[config.mk]
export PLATFORM = sky130hd
export DESIGN_NAME = vm_alu_branch_execute_unit
export DESIGN_NICKNAME = d
export VERILOG_FILES = /design/src/design/vmexe_pkg.sv /design/src/design/vmexe_front.sv /design/src/design/vmexe_div.sv /design/src/design/vmexe_back.sv /design/src/design/vm_alu_branch_execute_unit.sv
export VERILOG_INCLUDE_DIRS = /design/src /design/src/design
export SDC_FILE = /design/constraint.sdc
export NUM_CORES = 2
export LEC_CHECK = 0
export BUFFER_PORTS_ARGS = -buffer_cell sky130_fd_sc_hd__buf_2
export CORE_MARGIN = 1.5
export CORE_UTILIZATION = 39
export DETAILED_ROUTE_END_ITERATION = 7
export PLACE_DENSITY = 0.56
export REMOVE_ABC_BUFFERS = 1
export SLEW_MARGIN = 15
export SYNTH_ARGS = -nofsm -noshare
export SYNTH_HDL_FRONTEND = slang
export SYNTH_HIERARCHICAL = 1
export SYNTH_SLANG_ARGS = --single-unit
[constraint.sdc]
create_clock -name clk -period 10.1 [get_ports clk]
set_clock_uncertainty 0.1 [all_clocks]
set_input_delay 1.515 -clock clk [delete_from_list [all_inputs] [get_ports clk]]
set_output_delay 1.515 -clock clk [all_outputs]
set_load 0.02 [all_outputs]
[src/design/assert_macros.svh]
// Assertion macros shared by the execute unit modules
`ifndef ASSERT_MACROS_SVH
`define ASSERT_MACROS_SVH
// Check an implication on every clock edge outside reset
`define VM_ASSERT_IMPL(label, clk_s, rst_s, ante, cons, msg) \
    label: assert property (@(posedge clk_s) disable iff (!rst_s) (ante) |-> (cons)) \
        else $error(msg);
// Check that the consequent holds in the cycle after the antecedent
`define VM_ASSERT_NEXT(label, clk_s, rst_s, ante, cons, msg) \
    label: assert property (@(posedge clk_s) disable iff (!rst_s) (ante) |=> (cons)) \
        else $error(msg);
`endif

[src/design/vmexe_pkg.sv]
// Package: opcodes, status codes and queue entry type of the execute unit
`default_nettype none
package vmexe_pkg;
    localparam logic [4:0] OP_SYS  = 5'h00;
    localparam logic [4:0] OP_JMP  = 5'h01;
    localparam logic [4:0] OP_JZ   = 5'h02;
    localparam logic [4:0] OP_JP   = 5'h03;
    localparam logic [4:0] OP_JN   = 5'h04;
    localparam logic [4:0] OP_JNZ  = 5'h05;
    localparam logic [4:0] OP_JNP  = 5'h06;
    localparam logic [4:0] OP_JNN  = 5'h07;
    localparam logic [4:0] OP_NOT  = 5'h08;
    localparam logic [4:0] OP_STOP = 5'h0F;
    localparam logic [4:0] OP_MOV  = 5'h10;
    localparam logic [4:0] OP_ADD  = 5'h11;
    localparam logic [4:0] OP_SUB  = 5'h12;
    localparam logic [4:0] OP_MUL  = 5'h13;
    localparam logic [4:0] OP_DIV  = 5'h14;
    localparam logic [4:0] OP_CMP  = 5'h15;
    localparam logic [4:0] OP_SHL  = 5'h16;
    localparam logic [4:0] OP_SHR  = 5'h17;
    localparam logic [4:0] OP_SAR  = 5'h18;
    localparam logic [4:0] OP_AND  = 5'h19;
    localparam logic [4:0] OP_OR   = 5'h1A;
    localparam logic [4:0] OP_XOR  = 5'h1B;
    localparam logic [4:0] OP_SWAP = 5'h1C;
    localparam logic [4:0] OP_LDL  = 5'h1D;
    localparam logic [4:0] OP_LDH  = 5'h1E;
    localparam logic [4:0] OP_RND  = 5'h1F;

    localparam logic [1:0] ST_OK    = 2'd0;
    localparam logic [1:0] ST_DIV0  = 2'd1;
    localparam logic [1:0] ST_PASS  = 2'd2;
    localparam logic [1:0] ST_UNDEF = 2'd3;

    // Instruction class decided by the front end
    localparam logic [2:0] CL_PASS  = 3'd0;
    localparam logic [2:0] CL_UNDEF = 3'd1;
    localparam logic [2:0] CL_JUMP  = 3'd2;
    localparam logic [2:0] CL_STOP  = 3'd3;
    localparam logic [2:0] CL_ALU   = 3'd4;
    localparam logic [2:0] CL_DIV   = 3'd5;

    // Classified instruction held in the queue
    typedef struct packed {
        logic [4:0]  op;
        logic [2:0]  cls;
        logic [31:0] a;
        logic [31:0] b;
    } vmexe_item_t;
endpackage
`default_nettype wire

[src/design/vmexe_front.sv]
// Front end: accepts instructions, classifies them, two-entry queue
`default_nettype none
`include "assert_macros.svh"
module vmexe_front #(
    parameter int WORD_BITS = 32
) (
    input  wire logic                 clk,
    input  wire logic                 rst_n,
    input  wire logic                 in_valid,
    output logic                      in_ready,
    input  wire logic [4:0]           in_op,
    input  wire logic [31:0]          in_a,
    input  wire logic [31:0]          in_b,
    output logic                      q_valid,
    input  wire logic                 q_ready,
    output vmexe_pkg::vmexe_item_t    q_item
);
    vmexe_pkg::vmexe_item_t mem_reg [2];
    logic       wp_reg, rp_reg;
    logic [1:0] cnt_reg;
    logic [1:0] cnt_next;
    logic       push, pop;
    vmexe_pkg::vmexe_item_t item;

    // Sign extend operands from the word width
    function automatic logic [31:0] sx(input logic [31:0] v);
        logic [31:0] r;
        r = v;
        for (int i = WORD_BITS; i < 32; i++)
        begin
            r[i] = v[WORD_BITS-1];
        end
        return r;
    endfunction

    // Classify opcode
    always_comb
    begin
        item.op = in_op;
        item.a  = sx(in_a);
        item.b  = sx(in_b);
        case (in_op) inside
            vmexe_pkg::OP_SYS, vmexe_pkg::OP_RND:    item.cls = vmexe_pkg::CL_PASS;
            [vmexe_pkg::OP_JMP:vmexe_pkg::OP_JNN]:    item.cls = vmexe_pkg::CL_JUMP;
            vmexe_pkg::OP_STOP:                      item.cls = vmexe_pkg::CL_STOP;
            vmexe_pkg::OP_DIV:                       item.cls = vmexe_pkg::CL_DIV;
            vmexe_pkg::OP_NOT,
            [vmexe_pkg::OP_MOV:vmexe_pkg::OP_LDH]:    item.cls = vmexe_pkg::CL_ALU;
            default:                                 item.cls = vmexe_pkg::CL_UNDEF;
        endcase
    end

    assign in_ready = (cnt_reg != 2'd2);
    assign push     = in_valid && in_ready;
    assign q_valid  = (cnt_reg != 2'd0);
    assign pop      = q_valid && q_ready;
    assign q_item   = mem_reg[rp_reg];
    assign cnt_next = cnt_reg + {1'b0, push} - {1'b0, pop};

    // Queue pointers
    always_ff @(posedge clk or negedge rst_n)
    begin
        if (!rst_n)
        begin
            wp_reg  <= 1'b0;
            rp_reg  <= 1'b0;
            cnt_reg <= 2'd0;
        end
        else
        begin
            if (push) wp_reg <= ~wp_reg;
            if (pop)  rp_reg <= ~rp_reg;
            cnt_reg <= cnt_next;
        end
    end

    // Queue storage
    always_ff @(posedge clk)
    begin
        if (push) mem_reg[wp_reg] <= item;
    end

    `VM_ASSERT_IMPL(a_no_overflow, clk, rst_n, cnt_reg == 2'd2, !push, "queue overflow")
    `VM_ASSERT_IMPL(a_cnt_range, clk, rst_n, 1'b1, cnt_reg != 2'd3, "queue count range")
endmodule
`default_nettype wire

[src/design/vmexe_div.sv]
// Iterative signed divider, one quotient bit per cycle
`default_nettype none
module vmexe_div #(
    parameter int WORD_BITS = 32
) (
    input  wire logic        clk,
    input  wire logic        rst_n,
    input  wire logic        start,
    input  wire logic [31:0] dividend,
    input  wire logic [31:0] divisor,
    output logic             busy,
    output logic             done,
    output logic [31:0]      quotient,
    output logic [31:0]      remainder
);
    localparam int CW = $clog2(WORD_BITS + 1);
    logic [WORD_BITS-1:0] q_reg, r_reg, d_reg;
    logic [WORD_BITS:0]   trial;
    logic [CW-1:0]        cnt_reg;
    logic                 busy_reg, done_reg, qneg_reg, rneg_reg;
    logic [WORD_BITS-1:0] ua, ub, qs, rs;
    logic [WORD_BITS-1:0] rsh;

    assign ua = dividend[WORD_BITS-1] ? -dividend[WORD_BITS-1:0] : dividend[WORD_BITS-1:0];
    assign ub = divisor[WORD_BITS-1]  ? -divisor[WORD_BITS-1:0]  : divisor[WORD_BITS-1:0];
    assign rsh   = {r_reg[WORD_BITS-2:0], q_reg[WORD_BITS-1]};
    assign trial = {r_reg[WORD_BITS-1], rsh} - {1'b0, d_reg};

    // Restoring step; done stays high until the next start
    always_ff @(posedge clk or negedge rst_n)
    begin
        if (!rst_n)
        begin
            busy_reg <= 1'b0;
            done_reg <= 1'b0;
            cnt_reg  <= '0;
        end
        else
        begin
            if (start)
            begin
                busy_reg <= 1'b1;
                done_reg <= 1'b0;
                cnt_reg  <= CW'(WORD_BITS);
            end
            else if (busy_reg)
            begin
                cnt_reg <= cnt_reg - CW'(1);
                if (cnt_reg == CW'(1))
                begin
                    busy_reg <= 1'b0;
                    done_reg <= 1'b1;
                end
            end
        end
    end

    always_ff @(posedge clk)
    begin
        if (start)
        begin
            q_reg    <= ua;
            r_reg    <= '0;
            d_reg    <= ub;
            qneg_reg <= dividend[WORD_BITS-1] ^ divisor[WORD_BITS-1];
            rneg_reg <= dividend[WORD_BITS-1];
        end
        else if (busy_reg)
        begin
            if (!trial[WORD_BITS])
            begin
                r_reg <= trial[WORD_BITS-1:0];
                q_reg <= {q_reg[WORD_BITS-2:0], 1'b1};
            end
            else
            begin
                r_reg <= rsh;
                q_reg <= {q_reg[WORD_BITS-2:0], 1'b0};
            end
        end
    end

    assign qs = qneg_reg ? -q_reg : q_reg;
    assign rs = rneg_reg ? -r_reg : r_reg;
    assign busy = busy_reg;
    assign done = done_reg;

    // Sign extend results to 32 bits
    always_comb
    begin
        quotient  = {{(32-WORD_BITS){qs[WORD_BITS-1]}}, qs};
        remainder = {{(32-WORD_BITS){rs[WORD_BITS-1]}}, rs};
    end
endmodule
`default_nettype wire

[src/design/vmexe_back.sv]
// Back end: executes queued instructions, keeps condition flags, output register
`default_nettype none
`include "assert_macros.svh"
module vmexe_back #(
    parameter int WORD_BITS = 32
) (
    input  wire logic                 clk,
    input  wire logic                 rst_n,
    input  wire logic [31:0]          code_segment,
    input  wire logic                 q_valid,
    output logic                      q_ready,
    input  wire vmexe_pkg::vmexe_item_t q_item,
    output logic                      out_valid,
    input  wire logic                 out_ready,
    output logic [143:0]              out_data
);
    localparam logic [31:0] WMASK = 32'hFFFFFFFF >> (32 - WORD_BITS);

    logic [1:0]   cf_reg, cf_next;
    logic         ov_reg;
    logic [143:0] od_reg;
    logic [143:0] res;
    logic         div_wait_reg;
    logic         can_load, fire, start_div;
    logic         div_busy, div_done;
    logic [31:0]  div_q, div_r;

    logic [31:0] a, b, r, dv, sv, rv, jt;
    logic        dw, sw, rw, jk, hl, setf, cond;
    logic [1:0]  st;
    logic [4:0]  n;
    logic [63:0] prod;

    function automatic logic [31:0] sx(input logic [31:0] v);
        logic [31:0] t;
        t = v;
        for (int i = WORD_BITS; i < 32; i++)
        begin
            t[i] = v[WORD_BITS-1];
        end
        return t;
    endfunction

    function automatic logic [1:0] flg(input logic [31:0] v);
        logic [31:0] w;
        w = v & WMASK;
        return {w[WORD_BITS-1], w == 32'd0};
    endfunction

    vmexe_div #(.WORD_BITS(WORD_BITS)) u_div (
        .clk(clk), .rst_n(rst_n), .start(start_div),
        .dividend(q_item.a), .divisor(q_item.b),
        .busy(div_busy), .done(div_done),
        .quotient(div_q), .remainder(div_r)
    );

    assign a = q_item.a;
    assign b = q_item.b;
    assign n = b[4:0];
    assign prod = a * b;
    assign can_load = !ov_reg || out_ready;

    // Execute one instruction
    always_comb
    begin
        r = '0; sv = '0; rv = '0; jt = '0; st = vmexe_pkg::ST_OK;
        dw = 1'b0; sw = 1'b0; rw = 1'b0; hl = 1'b0; setf = 1'b0; cond = 1'b0;
        case (q_item.op)
            vmexe_pkg::OP_SYS, vmexe_pkg::OP_RND: st = vmexe_pkg::ST_PASS;
            vmexe_pkg::OP_JMP: cond = 1'b1;
            vmexe_pkg::OP_JZ:  cond = (cf_reg == 2'd1);
            vmexe_pkg::OP_JP:  cond = (cf_reg == 2'd0);
            vmexe_pkg::OP_JN:  cond = (cf_reg == 2'd2);
            vmexe_pkg::OP_JNZ: cond = (cf_reg == 2'd0) || (cf_reg == 2'd2);
            vmexe_pkg::OP_JNP: cond = (cf_reg == 2'd1) || (cf_reg == 2'd2);
            vmexe_pkg::OP_JNN: cond = (cf_reg == 2'd0) || (cf_reg == 2'd1);
            vmexe_pkg::OP_NOT: begin r = ~a; dw = 1'b1; setf = 1'b1; end
            vmexe_pkg::OP_STOP: begin hl = 1'b1; jt = 32'hFFFFFFFF; end
            vmexe_pkg::OP_MOV: begin r = b; dw = 1'b1; end
            vmexe_pkg::OP_ADD: begin r = a + b; dw = 1'b1; setf = 1'b1; end
            vmexe_pkg::OP_SUB: begin r = a - b; dw = 1'b1; setf = 1'b1; end
            vmexe_pkg::OP_MUL: begin r = prod[31:0]; dw = 1'b1; setf = 1'b1; end
            vmexe_pkg::OP_DIV:
            begin
                if ((b & WMASK) == 32'd0)
                begin
                    st = vmexe_pkg::ST_DIV0;
                end
                else
                begin
                    r = div_q; rv = div_r; dw = 1'b1; rw = 1'b1; setf = 1'b1;
                end
            end
            vmexe_pkg::OP_CMP: begin r = a - b; setf = 1'b1; end
            vmexe_pkg::OP_SHL:
            begin
                r = (32'(n) >= WORD_BITS) ? 32'd0 : ((a & WMASK) << n);
                dw = 1'b1; setf = 1'b1;
            end
            vmexe_pkg::OP_SHR:
            begin
                r = (32'(n) >= WORD_BITS) ? 32'd0 : ((a & WMASK) >> n);
                dw = 1'b1; setf = 1'b1;
            end
            vmexe_pkg::OP_SAR:
            begin
                if (32'(n) >= WORD_BITS)
                begin
                    r = a[WORD_BITS-1] ? WMASK : 32'd0;
                end
                else
                begin
                    r = (a & WMASK) >> n;
                    if (a[WORD_BITS-1]) r = r | (WMASK & ~(WMASK >> n));
                end
                dw = 1'b1; setf = 1'b1;
            end
            vmexe_pkg::OP_AND: begin r = a & b; dw = 1'b1; setf = 1'b1; end
            vmexe_pkg::OP_OR:  begin r = a | b; dw = 1'b1; setf = 1'b1; end
            vmexe_pkg::OP_XOR: begin r = a ^ b; dw = 1'b1; setf = 1'b1; end
            vmexe_pkg::OP_SWAP: begin r = b; sv = sx(a); dw = 1'b1; sw = 1'b1; end
            vmexe_pkg::OP_LDL:
            begin
                r = (a & 32'hFFFF0000) | (b & 32'h0000FFFF); dw = 1'b1;
            end
            vmexe_pkg::OP_LDH:
            begin
                r = (a & 32'h0000FFFF) | ((b & 32'h0000FFFF) << 16); dw = 1'b1;
            end
            default: st = vmexe_pkg::ST_UNDEF;
        endcase
        jk = (q_item.cls == vmexe_pkg::CL_JUMP) && cond;
        if (jk) jt = code_segment | a;
        dv = dw ? sx(r) : 32'd0;
        cf_next = setf ? flg(r) : cf_reg;
        res = {7'b0, cf_next, st, hl, jt, jk, rw, rv, sw, sv, dw, dv};
    end

    // Divide by a nonzero divisor waits for the iterative unit; others finish at once
    assign start_div = q_valid && (q_item.cls == vmexe_pkg::CL_DIV) && !div_wait_reg
                       && ((b & WMASK) != 32'd0);
    assign fire = q_valid && can_load &&
                  ((q_item.cls != vmexe_pkg::CL_DIV) || ((b & WMASK) == 32'd0) ||
                   (div_wait_reg && div_done));
    assign q_ready = fire;

    always_ff @(posedge clk or negedge rst_n)
    begin
        if (!rst_n)
        begin
            cf_reg       <= 2'd0;
            ov_reg       <= 1'b0;
            div_wait_reg <= 1'b0;
        end
        else
        begin
            if (start_div) div_wait_reg <= 1'b1;
            else if (fire) div_wait_reg <= 1'b0;
            if (fire)
            begin
                cf_reg <= cf_next;
                ov_reg <= 1'b1;
            end
            else if (out_ready)
            begin
                ov_reg <= 1'b0;
            end
        end
    end

    // Output register
    always_ff @(posedge clk)
    begin
        if (fire) od_reg <= res;
    end

    assign out_valid = ov_reg;
    assign out_data  = od_reg;

    `VM_ASSERT_NEXT(a_hold, clk, rst_n, out_valid && !out_ready, out_valid, "result dropped")
    `VM_ASSERT_IMPL(a_div_idle, clk, rst_n, start_div, !div_busy, "divider restarted")
endmodule
`default_nettype wire

[src/design/vm_alu_branch_execute_unit.sv]
// Top level of the execute unit
//   channel   dir  signals                        contents
//   s_axis    in   s_axis_tvalid/tready/tdata     op, operand_a, operand_b
//   m_axis    out  m_axis_tvalid/tready/tdata     result fields
//   config    in   cfg_we/cfg_wdata               code_segment
// Non-divide: one per cycle through the queue unless the output stalls or a DIV waits.
// DIV with a nonzero divisor waits in the back end for the one-bit-per-cycle divider.
// Reset clears flags, code_segment and output valid, and empties the queue.
// A two-entry queue lets the front keep accepting while the back stalls, until full.
`default_nettype none
module vm_alu_branch_execute_unit #(
    parameter int WORD_BITS = 32
) (
    input  wire logic         clk,
    input  wire logic         rst_n,
    input  wire logic         s_axis_tvalid,
    output logic              s_axis_tready,
    input  wire logic [71:0]  s_axis_tdata,   // op[4:0], operand_a[36:5], operand_b[68:37]
    output logic              m_axis_tvalid,
    input  wire logic         m_axis_tready,
    output logic [143:0]      m_axis_tdata,   // dest_value, dest_write, source_value,
                                              // source_write, remainder_value,
                                              // remainder_write, jump_taken, jump_target,
                                              // halt, status, flags
    input  wire logic         cfg_we,
    input  wire logic [31:0]  cfg_wdata
);
    logic [31:0] cs_reg;
    logic        q_valid, q_ready;
    vmexe_pkg::vmexe_item_t q_item;

    // Code segment register
    always_ff @(posedge clk or negedge rst_n)
    begin
        if (!rst_n) cs_reg <= '0;
        else if (cfg_we) cs_reg <= cfg_wdata;
    end

    vmexe_front #(.WORD_BITS(WORD_BITS)) u_front (
        .clk(clk), .rst_n(rst_n),
        .in_valid(s_axis_tvalid), .in_ready(s_axis_tready),
        .in_op(s_axis_tdata[4:0]), .in_a(s_axis_tdata[36:5]), .in_b(s_axis_tdata[68:37]),
        .q_valid(q_valid), .q_ready(q_ready), .q_item(q_item)
    );

    vmexe_back #(.WORD_BITS(WORD_BITS)) u_back (
        .clk(clk), .rst_n(rst_n), .code_segment(cs_reg),
        .q_valid(q_valid), .q_ready(q_ready), .q_item(q_item),
        .out_valid(m_axis_tvalid), .out_ready(m_axis_tready), .out_data(m_axis_tdata)
    );
endmodule
`default_nettype wire
; ---- After elaboration in Yosys (flattened, before gate mapping)
; Memories as Yosys holds them, arrays and structs flattened.
; Index checks and enable logic that the tools add are counted.
[word_totals]
out_inout_bits = 146
in_bits = 109
register_bits = 283
ram_bits = 144
memories = 1
elab_cells = 170
[memory_table]
columns = name, words, width, rd, rd_clocked_by_memory_dff, write_ports, line_no
row1 = u_front.mem_reg, 2, 72, 1, 0, 1, vmexe_front.sv:18  ; vmexe_pkg::vmexe_item_t mem_reg [2];
[op_classes]
n_mul = 1
magnitude_cmp = 4
muxes = 41
n_addsub = 10
shift = 3
bitwise = 13
eq_ne = 36
n_reduce_logical = 40
[ops]
columns = cell, count
row1 = one-hot mux 32 bit (14 select lines), 1
row2 = two-way mux 32 bit, 10
row3 = negation 32 bit, 4
row4 = OR 32 bit, 3
row5 = "equality test 5 bit, second input constant", 18
row6 = logical NOT 32 bit, 2
row7 = NOT 32 bit, 2
row8 = subtractor 33 x 32 -> 33 bit, 1
row9 = adder 32 bit, 1
row10 = AND 32 bit, 1
row11 = multiplier 32 x 32 -> 32 bit, 1
row12 = OR 16 x 32 -> 32 bit, 1
row13 = OR 32 x 16 -> 32 bit, 1
row14 = nonzero test 32 bit, 1
row15 = << shifter 32 x 5 -> 32 bit, 1
row16 = right shift 32 x 5 -> 32 bit, 1
row17 = "right shift 32 x 5 -> 32 bit, first input constant", 1
row18 = subtractor 32 bit, 1
row19 = XOR 32 bit, 1
row20 = two-way mux 31 bit, 1
row21 = OR reduction 23 bit, 1
row22 = "equality test 5 x 3 -> 1 bit, second input constant", 4
row23 = "equality test 5 x 4 -> 1 bit, second input constant", 4
row24 = two-way mux 1 bit, 17
row25 = 34 further kinds, 69

; ---- Logic depth before layout (Yosys ltp)
[depth]
depth_word = 8
ltp_mapped = 38
mapped_depth_nobuf = 29

; ---- By module
; Netlist, hierarchy kept.
[by_module_without_submodules]
columns = mod, cells_per_inst, seq_area_each_um2, area_each_um2, instances
row1 = vmexe_back, 3566, 4214.0, 30463.0, 1
row2 = vmexe_div, 985, 2822.7, 8383.0, 1
row3 = vmexe_front, 254, 4424.2, 5818.1, 1
row4 = vm_alu_branch_execute_unit, 68, 800.8, 1345.0, 1

; ---- Worst setup path before layout
; No wires, ideal clock.
[synth_path]
kind = register -> register
startpoint = register u_front.rp_reg
endpoint = register u_back.cf_reg[0]
n_path_buf = 9
required_ps = 9896
synth_period_minus_slack_ps = 9666
slack_ps = 434
setup_ps = 104
stages_incl_launch_ff = 36
arrival_time_ps = 9462
cell_sequence = dfrtp_1 > buf_6 > buf_12 > mux2_4 > buf_2 > inv_1 > buf_2 > buf_2 > buf_2 > buf_2 > buf_1 > nor2_1 > fa_1 > inv_1 > fa_1 > fa_1 > fa_1 > inv_1 > fa_1 > inv_1 > fa_1 > inv_1 > fa_1 > fa_1 > ha_1 > clkbuf_1 > nand4_1 > or4_1 > o21ai_0 > xnor2_1 > nor2_1 > a2111oi_0 > nand2_1 > nor4_1 > nand4_1 > o41ai_2
[synth_rtl]
columns = item, line_no
row1 = start: declaration, vmexe_front.sv:19  ; logic wp_reg, rp_reg;
row2 = start signal: assignment, vmexe_front.sv:72  ; if (pop) rp_reg <= ~rp_reg;
row3 = end signal: assignment, vmexe_back.sv:161  ; cf_reg <= cf_next;
row4 = end: declaration, vmexe_back.sv:19  ; logic [1:0] cf_reg, cf_next;

==> results.yml <==
run_status:
  status: "finished, final reports clean"
clock_network:
  cts_setup_buffers: 0
  cts.clk_slew.worst_paths_ns: 0.07
  insertion_delay_ns: 0.69
  cts_made_buffers: 50
  cts.sinks: 427
  clockBufferDepth: 3
  htree_levels: 2
  cts_tree: "built"
  cts-root-buf: "clkbuf_16"
hold_path:
  hp-start: "u_front/cnt_reg[1]"
  hold_path_class: "reg -> reg"
  min_to: "u_front/cnt_reg[1]"
  hold_depth: 1
setup_path:
  cp_max_fo: 16
  worst-setup-path-type: "reg -> reg"
  reg2reg_from: "u_front/rp_reg"
  worstPathArrival_ns: 10.36
  crit_path_frequent_cell: "fa_1"
  r2r-end: "u_back/cf_reg[0]"
  slowest_delay_ns: 0.67
  critPathLaunchType: "register"
  critPathSlowestCell: "a2111oi_2"
  required_ns: 10.55
  critPathBufInv: 8
  rrSetupSlack_ns: 0.19
  crit_family: "adder cells"
  crit_path_end_kind: "register"
  reg2regPathDepth: 29
sta:
  setup_ws_ns: 0.186
  min_period_ns: 9.91
  period_share_pct: 98.2
  setup_violations: 0
  fmax_ghz: 0.101
  slew_violations: 0
  rsz0062_at_grt: "false"
  tightest_slew_ns: 1.34
  slew_headroom_pct: 10.0
  hold_violations: 0
yosys:
  avgSynthCellArea_sq_um: 9.44
  synth_area_sq_mm: 0.0460
  synth_top_cell_area_share_pct: 22.6
  synth-edff-count: 347
  synth-seq-cells: 427
  ys.flop_type: "edfxtp_1"
  yosysWarnings: 6
  async_flop_share_pct: 11.2
  synth_area_leaders: "edfxtp_1 23%, fa_1 18%, ha_1 7.2%, nor2_1 4.7%, inv_1 4.2%"
  yosysUniqueCellTypes: 106
  ys_seq_area_share_pct: 26.7
  syn_inst: 4873
  synth_top_cell_by_area: "edfxtp_1"
grt:
  grt_use_total_pct: 32.7
  grt_overflow: 0
  grt_pass1_vias: 39206
  grt_max_degree: 83
  grt_pass1_wl_um: 283000
  antenna_found_initial: 14
placement:
  gp_congestion: 1.07
  dp_hpwl_um: 151000
  post-place-ws_ns: -0.00820
  io_buffers: 244
floorplanning:
  ioPinCount: 255
  die_w_um: 346
  dieArea_sq_mm: 0.120
  rows: 125
  start_util_pct: 39.5
  core-area_sq_mm: 0.117
  die-height_um: 346
finish:
  multi_input_area_sq_mm: 0.0303
  area_growth_pct: 11.6
  largest_reg_flops: 144
  layout-drive-gt1-share_pct: 15.7
  layout.nets: 5877
  fill_cells: 11271
  ff_latch_area_sq_mm: 0.0123
routing:
  wirelength_um: 200000
  wl_per_cell_um: 30.0
  first_pass_iters: 7
  drtIter0Drc: 4748
  via_count: 40207
  via_per_inst: 6.03
  antenna_left: 0
  drc: 0
run:
  maxCapViolations: 0
## worst max path at each step
stage,startpoint,end,slack [ns],cells after the start
after detailed placement,u_front/rp_reg,u_back/cf_reg[0],-0.008,28
after global placement,u_front/rp_reg,u_back/cf_reg[0],-0.08,28
final,u_front/rp_reg,u_back/cf_reg[0],0.19,29
after floorplan,u_front/rp_reg,u_back/u_div/r_reg[30],-5.63,11
after CTS,u_front/rp_reg,u_back/cf_reg[0],0.25,30
after global routing,u_front/rp_reg,u_back/cf_reg[0],0.007,29
## per-layer routing
metal	vias up	wire, um	track usage, %
met5	-	90	0
met4	12	12200	17.5
met3	600	21400	8.48
met2	2358	86300	49.0
met1	20008	80000	43.2
li1	17229	-	-
## what timing repair did
action                                  CTS  global route
resized for setup                         1             6
endpoints found under the setup margin    1             2
hold buffers                              0             0
endpoints found under the hold margin     0             0
pin swaps                                 0             0
## Yosys cell counts, types with 42 or more instances
cell type  instances
xnor2_1          203
a21oi_1          195
nor3_1            83
nand2_1          483
mux2_4            99
and3_1            54
clkbuf_1         211
dfrtp_1           48
nor2_1           581
o21ai_0          193
xor2_1            72
inv_1            518
nand2b_1          42
edfxtp_1         347
fa_1             410
ha_1             266
nand3_1           54
## cell usage in the layout, fill, tap and decap left out, types with 26 or more instances in the layout
cell and count:
nand3_1 54, clkinv_1 26, mux2_4 99, and3_1 53, and2_1 29, a22oi_1 29, fa_1 410, clkbuf_16 50
inv_1 513, mux4_2 41, nand2b_1 42, mux2_2 36, buf_4 231, ha_1 266, a21oi_1 193, nor3_1 81
xor2_1 72, o21ai_0 193, nand4_1 37, nand2_1 483, dfrtp_1 46, a211oi_1 35, edfxtp_1 347, o211ai_1 26
buf_2 244, mux2i_1 40, a31oi_1 27, dfxtp_1 32, nor2_1 578, o31ai_1 41, a311oi_1 29, a21o_1 39
or3_1 30, xnor2_1 202
## stage by stage
stage	std cells	TNS, ns	hold slack, ns	cell area, sq um	util [%]
after detailed placement	6564	-0.00820	0.384	49500	42.5
after floorplan	4561	-681.57	0.360	44500	-
after global placement	6564	-0.0790	0.384	49500	42.5
after global routing	6659	0	0.417	51300	44.0
final	6670	0	0.396	51300	44.1
after CTS	6656	0	0.396	51300	44.0
## cell type report
class | count | share of cell area [%]
tap | 1524 | 3.71
clock buffer | 60 | 2.57
multi-input combinational | 3595 | 59.1
sequential | 427 | 23.9
antenna | 14 | 0.0682
inverter | 539 | 3.98
clock inverter | 32 | 0.802
timing repair buffer | 479 | 5.91
## cells by family after synthesis
kind of cell / share of synthesized area [%]
AND/OR/NAND/NOR: 15.2
AO/OA/AOI/OAI: 13.1
buffers and inverters: 7.67
adder cells (fa/ha/maj): 25.1
flip-flops: 26.7
XOR/XNOR: 5.27
multiplexers: 6.99
other: 0.00815
Power is left out: the tool's default activity adds up to more than one toggle a clock period on the data nets, which glitch-free logic cannot reach.
